===== src/design/fstp_pkg.sv =====
// Package for the FSK serial tape port: beat payload types, register indexes,
// mode codes and the shift rate tables.
// Depends on nothing; used by fsk_serial_tape_port.
package fstp_pkg;

	localparam int unsigned CFG_IDX_W = 2;
	localparam int unsigned CFG_DATA_W = 7;
	localparam int unsigned CNT_W = 13;

	localparam logic [CFG_IDX_W-1:0] REG_FSK_SETUP = 2'd0;
	localparam logic [CFG_IDX_W-1:0] REG_CLOCK_SETUP = 2'd1;
	localparam logic [CFG_IDX_W-1:0] REG_IRQ_MASK = 2'd2;

	localparam logic [1:0] MODE_TICK = 2'd0;
	localparam logic [1:0] MODE_LOAD = 2'd1;
	localparam logic [1:0] MODE_FLAGS = 2'd2;
	localparam logic [1:0] MODE_NONE = 2'd3;

	localparam logic [CNT_W-1:0] CNT_SAT = 13'd8191;
	localparam logic [CNT_W-1:0] HALF_BASE = 13'd32;
	localparam logic [15:0] SHIFT_RESET = 16'hffff;
	localparam logic [3:0] BITS_MAX = 4'd15;
	localparam logic [3:0] BITS_DONE = 4'd9;

	typedef struct packed {
		logic [1:0] mode;
		logic [7:0] data;
		logic       irq_in;
		logic       pb7_in;
	} fsk_in_t;

	typedef struct packed {
		logic       serial_out;
		logic       clock_out;
		logic       interrupt;
		logic [3:0] flags;
	} fsk_out_t;

	function automatic logic [CNT_W-1:0] rate_period(input logic [2:0] sel);
		logic [CNT_W-1:0] r;
		case (sel)
			3'd0: r = 13'd1;
			3'd1: r = 13'd2;
			3'd2: r = 13'd128;
			3'd3: r = 13'd256;
			3'd4: r = 13'd512;
			3'd5: r = 13'd1024;
			3'd6: r = 13'd2048;
			default: r = 13'd4096;
		endcase
		return r;
	endfunction

	function automatic logic [CNT_W-1:0] rate_tenth(input logic [2:0] sel);
		logic [CNT_W-1:0] r;
		case (sel)
			3'd0: r = 13'd0;
			3'd1: r = 13'd0;
			3'd2: r = 13'd12;
			3'd3: r = 13'd25;
			3'd4: r = 13'd51;
			3'd5: r = 13'd102;
			3'd6: r = 13'd204;
			default: r = 13'd409;
		endcase
		return r;
	endfunction

endpackage


===== src/design/fsk_serial_tape_port.sv =====
// Top level of the FSK serial tape port: input register, tick/load/flag logic
// and the result register.
// Depends on fstp_pkg.

// The port accepts one beat per clock unless a full result register is stalled by
// the output side. Each accepted beat waits in the input register; its result is
// loaded into the result register once that register is empty or the output side is
// ready. Every beat goes through the input register, then counter increment,
// compare and mask logic that updates the port state and fills the result register;
// the state loop closes in that logic, so back-to-back beats see each other's
// effects in order. Configuration writes are registered and apply to later beats.
module fsk_serial_tape_port import fstp_pkg::*; (
	input  logic                  clk,
	input  logic                  arst_n,
	input  logic                  cfg_we,
	input  logic [CFG_IDX_W-1:0]  cfg_index,
	input  logic [CFG_DATA_W-1:0] cfg_data,
	input  logic                  in_valid,
	output logic                  in_ready,
	input  fsk_in_t               in_data,
	output logic                  out_valid,
	input  logic                  out_ready,
	output fsk_out_t              out_data
);

	logic [6:0] fsk_setup_q;
	logic [4:0] clock_setup_q;
	logic [1:0] irq_mask_q;

	logic       valid_s1;
	fsk_in_t    item_s1;
	logic       out_valid_q;
	fsk_out_t   out_q;

	logic [15:0]      shift_word_q;
	logic [CNT_W-1:0] pulse_elapsed_q;
	logic [CNT_W-1:0] clock_elapsed_q;
	logic [3:0]       bits_sent_q;
	logic             serial_level_q;
	logic             clock_level_q;
	logic [3:0]       flag_bits_q;

	logic             advance;
	logic             consume;

	logic [15:0]      shift_word_d;
	logic [CNT_W-1:0] pulse_elapsed_d;
	logic [CNT_W-1:0] clock_elapsed_d;
	logic [3:0]       bits_sent_d;
	logic             serial_level_d;
	logic             clock_level_d;
	logic [3:0]       flag_bits_d;
	logic             intr;

	assign advance = !out_valid_q || out_ready;
	assign consume = valid_s1 && advance;
	assign in_ready = !valid_s1 || advance;
	assign out_valid = out_valid_q;
	assign out_data = out_q;

	always_ff @(posedge clk or negedge arst_n) begin
		if (!arst_n) begin
			fsk_setup_q <= '0;
			clock_setup_q <= '0;
			irq_mask_q <= '0;
		end else if (cfg_we) begin
			case (cfg_index)
				REG_FSK_SETUP: fsk_setup_q <= cfg_data;
				REG_CLOCK_SETUP: clock_setup_q <= cfg_data[4:0];
				REG_IRQ_MASK: irq_mask_q <= cfg_data[1:0];
				default: ;
			endcase
		end
	end

	always_comb begin
		logic [CNT_W-1:0] half;
		logic [CNT_W-1:0] rate;
		logic [CNT_W-1:0] p_inc;
		logic [CNT_W-1:0] c_inc;

		shift_word_d = shift_word_q;
		pulse_elapsed_d = pulse_elapsed_q;
		clock_elapsed_d = clock_elapsed_q;
		bits_sent_d = bits_sent_q;
		serial_level_d = serial_level_q;
		clock_level_d = clock_level_q;
		flag_bits_d = flag_bits_q;

		half = HALF_BASE << (shift_word_q[0] ? fsk_setup_q[2:0] : fsk_setup_q[5:3]);
		rate = rate_period(clock_setup_q[2:0]);
		p_inc = (pulse_elapsed_q == CNT_SAT) ? CNT_SAT : pulse_elapsed_q + 13'd1;
		c_inc = (clock_elapsed_q == CNT_SAT) ? CNT_SAT : clock_elapsed_q + 13'd1;

		case (item_s1.mode)
			MODE_TICK: begin
				pulse_elapsed_d = p_inc;
				if (fsk_setup_q[6] && p_inc >= half) begin
					serial_level_d = !serial_level_q;
					pulse_elapsed_d = p_inc & (half - 13'd1);
				end
				clock_elapsed_d = c_inc;
				if (clock_setup_q[4]) begin
					if (c_inc >= rate) begin
						clock_level_d = 1'b1;
						if (bits_sent_q < BITS_MAX) begin
							bits_sent_d = bits_sent_q + 4'd1;
						end
						if (bits_sent_d == BITS_DONE) begin
							flag_bits_d[3] = 1'b1;
						end
						shift_word_d = {1'b1, shift_word_q[15:1]};
						clock_elapsed_d = c_inc & (rate - 13'd1);
					end
					if (clock_level_d && clock_elapsed_d > rate_tenth(clock_setup_q[2:0])) begin
						clock_level_d = 1'b0;
					end
				end
			end
			MODE_LOAD: begin
				shift_word_d = {7'h7f, item_s1.data, 1'b0};
				bits_sent_d = '0;
				pulse_elapsed_d = '0;
				clock_elapsed_d = '0;
				flag_bits_d[3] = 1'b0;
			end
			MODE_FLAGS: begin
				flag_bits_d = item_s1.data[3:0];
			end
			default: ;
		endcase

		if (item_s1.irq_in) begin
			flag_bits_d[0] = 1'b1;
		end
		if (item_s1.pb7_in) begin
			flag_bits_d[1] = 1'b1;
		end
		intr = (irq_mask_q[0] && item_s1.irq_in) || (irq_mask_q[1] && item_s1.pb7_in);
	end

	always_ff @(posedge clk or negedge arst_n) begin
		if (!arst_n) begin
			valid_s1 <= 1'b0;
		end else if (in_ready) begin
			valid_s1 <= in_valid;
		end
	end

	always_ff @(posedge clk) begin
		if (in_ready && in_valid) begin
			item_s1 <= in_data;
		end
	end

	always_ff @(posedge clk or negedge arst_n) begin
		if (!arst_n) begin
			shift_word_q <= SHIFT_RESET;
			pulse_elapsed_q <= '0;
			clock_elapsed_q <= '0;
			bits_sent_q <= '0;
			serial_level_q <= 1'b0;
			clock_level_q <= 1'b0;
			flag_bits_q <= '0;
		end else if (consume) begin
			shift_word_q <= shift_word_d;
			pulse_elapsed_q <= pulse_elapsed_d;
			clock_elapsed_q <= clock_elapsed_d;
			bits_sent_q <= bits_sent_d;
			serial_level_q <= serial_level_d;
			clock_level_q <= clock_level_d;
			flag_bits_q <= flag_bits_d;
		end
	end

	always_ff @(posedge clk or negedge arst_n) begin
		if (!arst_n) begin
			out_valid_q <= 1'b0;
		end else if (advance) begin
			out_valid_q <= valid_s1;
		end
	end

	always_ff @(posedge clk) begin
		if (consume) begin
			out_q.serial_out <= serial_level_d;
			out_q.clock_out <= clock_level_d;
			out_q.interrupt <= intr;
			out_q.flags <= flag_bits_d;
		end
	end

`ifndef SYNTHESIS
	a_stall_holds: assert property (@(posedge clk) disable iff (!arst_n)
		valid_s1 && !advance |=> valid_s1 && $stable(item_s1))
		else $error("input stage lost or changed a stalled beat");

	a_consume_fills_output: assert property (@(posedge clk) disable iff (!arst_n)
		consume |=> out_valid_q)
		else $error("consumed beat did not reach the result register");

	a_load_clears: assert property (@(posedge clk) disable iff (!arst_n)
		consume && item_s1.mode == MODE_LOAD |=>
		bits_sent_q == 4'd0 && clock_elapsed_q == '0 && pulse_elapsed_q == '0
		&& !flag_bits_q[3])
		else $error("byte load did not clear the transmit state");

	a_no_shift_when_off: assert property (@(posedge clk) disable iff (!arst_n)
		consume && item_s1.mode == MODE_TICK && !clock_setup_q[4] |=>
		$stable(shift_word_q) && $stable(bits_sent_q) && $stable(clock_level_q))
		else $error("shift happened with the clock output disabled");
`endif

endmodule

===== config.mk =====
export PLATFORM = sky130hd
export DESIGN_NAME = fsk_serial_tape_port
export DESIGN_NICKNAME = d
export VERILOG_FILES = /design/src/design/fstp_pkg.sv /design/src/design/fsk_serial_tape_port.sv
export SDC_FILE = /design/constraint.sdc
export NUM_CORES = 1
export LEC_CHECK = 0
export ABC_CLOCK_PERIOD_IN_PS = 6160
export BUFFER_PORTS_ARGS = -buffer_cell sky130_fd_sc_hd__buf_2
export CAP_MARGIN = 20
export CORE_ASPECT_RATIO = 0.75
export CORE_MARGIN = 1.5
export CORE_UTILIZATION = 35
export DETAILED_ROUTE_END_ITERATION = 10
export GPL_TIMING_DRIVEN = 1
export SLEW_MARGIN = 20
export SYNTH_ARGS = -nofsm -noshare
export SYNTH_HDL_FRONTEND = slang
export SYNTH_SLANG_ARGS = --single-unit

===== constraint.sdc =====
create_clock -name clk -period 6.16 [get_ports clk]
set_input_delay 1.232 -clock clk [delete_from_list [all_inputs] [get_ports clk]]
set_output_delay 1.232 -clock clk [all_outputs]
set_load 0.005 [all_outputs]

# After elaboration in Yosys (flattened, before gate mapping)
# Index checks and enable logic that the tools add are counted.
[op_classes] n_mux=39 magnitude_cmp=4 reduce_logical=22 eq_ne=15 n_addsub=5 n_bitwise=2 shift=1
[ops] operator="two-way mux 13 bit" n=9
[ops] operator="case mux 13 bit (7 select lines)" n=1
[ops] operator="case mux 9 bit (6 select lines)" n=1
[ops] operator="case mux 13 bit (2 select lines)" n=2
[ops] operator="two-way mux 16 bit" n=2
[ops] operator="case mux 16 bit (2 select lines)" n=1
[ops] operator="adder 13 x 1 -> 13 bit, second input constant" n=2
[ops] operator="bitwise AND 13 bit" n=2
[ops] operator="equality test 13 bit, second input constant" n=2
[ops] operator="greater-or-equal comparator 13 bit" n=2
[ops] operator="subtractor 13 x 1 -> 13 bit, second input constant" n=2
[ops] operator="two-way mux 4 bit" n=6
[ops] operator="> comparator 13 bit" n=1
[ops] operator="two-way mux 1 bit" n=13
[ops] operator="<< shifter 6 x 3 -> 13 bit, first input constant" n=1
[ops] operator="equality test 3 bit, second input constant" n=3
[ops] operator="case mux 4 bit (2 select lines)" n=1
[ops] operator="AND reduction 2 bit" n=4
[ops] operator="equality test 3 x 2 -> 1 bit, second input constant" n=2
[ops] operator="logical AND 1 bit" n=6
[ops] operator="two-way mux 3 bit" n=2
[ops] operator="adder 4 x 1 -> 4 bit, second input constant" n=1
[ops] operator="equality test 2 x 1 -> 1 bit, second input constant" n=2
[ops] operator="equality test 2 bit, second input constant" n=2
[ops] operator="other kinds (12)" n=18
[word_totals] regBits=87

# Depth between registers and ports, before layout
[depth] word_depth=12 depth_mapped=22 depth_no_buf=19

# Worst setup path after synthesis
# Ideal clock, no wire load.
[synth_path] path_kind="reg2reg" start="reg clock_elapsed_q[0]" end="reg out_q (netlist bit out_data[5]) (data pin)" setup_ns=0.152 n_path_buf=3 arrival_time_ns=3.971 path_stages_with_launch=20 period_less_slack_ns=4.123 t_required_ns=6.008 setup_slack_ns=2.037 cell_sequence="dfrtp_1 ha_1 buf_2 nand4_1 or4_1 buf_2 nand2_1 ha_1 a21oi_1 o21bai_1 nor3_1 a21oi_1 clkbuf_1 a21boi_0 ha_1 a21o_1 a211o_1 o221ai_1 o211ai_1 a31oi_1"
[synth_via] elab_chain_len=11
[synth_lines] item="start, declared" line_no="fsk_serial_tape_port.sv:37" source="logic [CNT_W-1:0] clock_elapsed_q;"
[synth_lines] item="start signal, assigned" line_no="fsk_serial_tape_port.sv:168" source="clock_elapsed_q <= clock_elapsed_d;"
[synth_lines] item="adder 13 x 1 -> 13 bit or equality test 13 bit (tied branches)" line_no="fsk_serial_tape_port.sv:93" source="c_inc = (clock_elapsed_q == CNT_SAT) ? CNT_SAT : clock_elapsed_q + 13'd1;"
[synth_lines] item="two-way mux 13 bit *" line_no="fsk_serial_tape_port.sv:93"
[synth_lines] item="greater-or-equal comparator 13 bit or bitwise AND 13 bit (tied branches)" line_no="fsk_serial_tape_port.sv:104, fsk_serial_tape_port.sv:113"
[synth_lines] item="two-way mux 13 bit" line_no="fsk_serial_tape_port.sv:104" source="if (c_inc >= rate) begin"
[synth_lines] item="two-way mux 13 bit" line_no="fsk_serial_tape_port.sv:103" source="if (clock_setup_q[4]) begin"
[synth_lines] item="two-way mux 13 bit" line_no="fsk_serial_tape_port.sv:95" source="case (item_s1.mode)"
[synth_lines] item="> comparator 13 bit" line_no="fsk_serial_tape_port.sv:115" source="if (clock_level_d && clock_elapsed_d > rate_tenth(clock_setup_q[2:0])) begin"
[synth_lines] item="logical AND 1 bit" line_no="fsk_serial_tape_port.sv:115"
[synth_lines] item="two-way mux 1 bit *" line_no="fsk_serial_tape_port.sv:115"
[synth_lines] item="two-way mux 1 bit *" line_no="fsk_serial_tape_port.sv:103"
[synth_lines] item="two-way mux 1 bit *" line_no="fsk_serial_tape_port.sv:95"
[synth_lines] item="named net clock_level_d" line_no="fsk_serial_tape_port.sv:51" source="logic clock_level_d;"
[synth_lines] item="end, declared" line_no="fsk_serial_tape_port.sv:33" source="fsk_out_t out_q;"
# Mark *: on every way through the listed nets, which the timed path passes. The rest lies on a longest branch. The select of a mux whose other input is x is not followed.
# A chain may end at the register's enable or synchronous reset.

# Worst setup path in the final report
# Ends and elaborated chain as after synthesis.

==> results.json <==
{
  "status": "finished, final reports clean",
  "fin_cells": 734,
  "area.growth.synth_to_final_pct": 11.9,
  "cpMostUsedCell": "ha_1",
  "crit_family": "compound AO/OA/AOI/OAI gates",
  "vias_per_cell": 5.42,
  "critPathLaunchType": "flip-flop",
  "synth_ff_type": "dfrtp_1",
  "synth_nets": 571,
  "synth_warnings": 0,
  "netlist_instances": 512,
  "drt_pass1_iterations": 5,
  "slowest_stage": "a21oi_1",
  "nNetsFinal": 593,
  "die_area_sq_mm": 0.0153,
  "nFillCells": 1392,
  "num_rows": 37,
  "maxCapViolations": 0,
  "synth_edf_count": 19,
  "holdCritPathClass": "flip-flop to flip-flop",
  "timing_hold_violations_final": 0,
  "antenna_found_initial": 0,
  "htree_levels": 3,
  "syn_area_sq_mm": 0.00510,
  "cts-root-buf": "clkbuf_16",
  "syn_area_per_cell_sq_um": 9.96,
  "rsz0062_at_grt": "false",
  "relSlewSlack_pct": 29.9,
  "cts_hold_buf": 0,
  "vias": 3976,
  "clockBufferDepth": 2,
  "worst_slew_pin_slew_ns": 1.05,
  "grt.total_usage_pct": 15.8,
  "tns_ns": 0,
  "max_freq_ghz": 0.209,
  "grt_max_degree": 61,
  "ys_seq_area_share_pct": 40.9,
  "wl_um": 11700,
  "drc": 0,
  "setup_viol": 0,
  "detail_route.wl_per_cell_um": 15.9,
  "crit_path_end_kind": "flip-flop",
  "start_util_pct": 36.5,
  "grt_pass1_vias": 3850,
  "arrival_ns": 4.97,
  "final.period_utilization_pct": 77.8,
  "clk_latency_ns": 0.34,
  "n_antenna_cell": 0,
  "cp.required_ns": 6.34,
  "die_h_um": 108,
  "finalClockSkew_ns": 0.00905,
  "cpPeakStageDelay_ns": 0.63,
  "ys_ff_latch": 79,
  "fp.dieW_um": 142,
  "grt_pass1_wl_um": 19000,
  "finalCriticalPeriod_ns": 4.79,
  "synth.distinct_cells": 67,
  "crit_chain": "ha_1, nand4_1, nor4_1, o41a_1, ha_1, nand3_1, a21boi_0, nor3_1, a21oi_1, a21boi_0, ha_1, a21o_1, a211o_1, o221ai_1, o211ai_1, a31oi_1",
  "ir_drop_mv": 0.147,
  "cts.clk_slew.worst_paths_ns": 0.07,
  "p_leak_nw": 2.47,
  "power-per-cell-area_mw_per_mm2": 314,
  "io_pins": 35,
  "cts_buffers": 9,
  "coreArea_sq_mm": 0.0140,
  "cts.repair.resized": 0,
  "post-cts-setup-buffers": 0,
  "maxSlewViolCount": 0,
  "crit_fanout": 11,
  "placed_cells": 718,
  "drt_first_iter_violations": 240,
  "path_buf_inv": 0,
  "ys_async_sr_fraction_pct": 75.9,
  "cts_num_sinks": 79,
  "numPortBuffers": 34,
  "grt_remaining_overflow": 0,
  "worstSetupPathType": "flip-flop to flip-flop",
  "cts_tree": "built",
  "drive_gt1_share_pct": 20.0,
  "utilization_pct": 40.8,
  "gp_congestion": 0.860,
  "ant_nets": 0,
  "dpl.hpwl_um": 8470
}
synth_stat cells, types with 11 or more instances:
master	n	area, sq um
nand2_1	62	233
nand3_1	14	70.1
dfrtp_1	51	1280
ha_1	33	413
edfxtp_1	19	571
inv_1	18	67.6
nor2_1	30	113
nand2b_1	14	87.6
o21ai_0	18	90.1
nor2b_1	11	68.8
mux2_2	28	315
clkbuf_1	17	63.8
a21oi_1	16	80.1
sequential cells by signal, indices dropped and copies added (netlist names):
signal           count
out_data             7
irq_mask_q           2
fsk_setup_q          7
shift_word_q         9
clock_level_q        1
flag_bits_q          4
out_valid            1
serial_level_q       1
clock_elapsed_q     13
bits_sent_q          4
valid_s1             1
item_s1             12
pulse_elapsed_q     13
clock_setup_q        4
metrics by stage:
step | total power, mW | hold WS (ns) | setup WS (ns) | cell area [sq um]
after global placement | 1.26 | 0.459 | 1.65 | 5420
after CTS | 1.80 | 0.483 | 1.40 | 5700
after global routing | 1.90 | 0.499 | 0.920 | 5700
after detailed placement | 1.27 | 0.468 | 1.45 | 5420
final | 1.79 | 0.483 | 1.37 | 5700
after floorplan | 1.14 | 0.440 | 2.04 | 5100
cell usage in the layout, fill, tap and decap left out, types with 8 or more instances in the layout:
cell type	Yosys	routed
dfstp_2	9	9
nor2_1	30	30
nand4_1	8	8
o21ai_0	18	18
clkbuf_16	0	9
dfrtp_1	51	51
edfxtp_1	19	19
nand2b_1	14	14
nand2_1	62	62
inv_1	18	18
a21oi_1	16	16
buf_2	5	34
ha_1	33	33
mux2_2	28	28
nand3_1	14	14
nor2b_1	11	11
a32o_1	10	10
a21o_1	9	9
cell type report:
type	count	area, sq um	area share [%]
Inverter	19	71.3	1.25
Multi-Input combinational cell	388	2830	49.6
Clock buffer	9	225	3.95
Sequential cell	79	2080	36.5
Timing Repair Buffer	37	193	3.38
Tap cell	195	244	4.28
Clock inverter	7	55.1	0.966
worst register-to-register path: stages, from the launching register on:
cell and delay [ns]:
dfrtp_1 0.40, ha_1 0.31, nand4_1 0.21, nor4_1 0.44, o41a_1 0.30, ha_1 0.18, nand3_1 0.06, a21boi_0 0.31
nor3_1 0.18, a21oi_1 0.63, a21boi_0 0.21, ha_1 0.35, a21o_1 0.19, a211o_1 0.28, o221ai_1 0.21, o211ai_1 0.16
a31oi_1 0.24
routing by layer:
layer  track usage, %  part of all wire, %  wire length, um  vias to the layer above
met5                0                    0                0                        -
met4             3.83                 0.77               90                        0
met3             3.43                  4.5              520                       10
met2             24.9                   44             5190                       97
met1             22.1                   50             5880                     1917
li1                 -                    -                -                     1952
logic make-up after synthesis:
kind of cell	Yosys count	share of synthesized area, %
AOI/OAI and AO/OA	122	17.9
xor gates and xnor gates	13	2.23
adders and majority gates	33	8.10
buffers and inverters	45	3.80
DFF	79	40.9
muxes	41	9.43
and+or+nand+nor	179	17.6
where the power goes:
| group | internal, mW | switching [mW] | leakage [nW] |
|---|---|---|---|
| Combinational | 0.255 | 0.298 | 1.40 |
| Clock | 0.279 | 0.237 | 0.139 |
| Sequential | 0.645 | 0.0761 | 0.935 |
worst paths after layout:
kind | start | endpoint | slack, ns | cells after the start
worst max register to register | clock_elapsed_q[0] | out_data[5] | 1.37 | 16
max in group asynchronous | arst_n | clock_setup_q[4] | 4.59 | 2
min in group asynchronous | arst_n | pulse_elapsed_q[7] | 1.06 | 2
worst max-delay path | clock_elapsed_q[0] | out_data[5] | 1.37 | 16
worst min register to register | shift_word_q[8] | shift_word_q[8] | 0.48 | 2
worst min-delay path | shift_word_q[8] | shift_word_q[8] | 0.48 | 2
No activity file was read; power rests on OpenSTA's default activity.
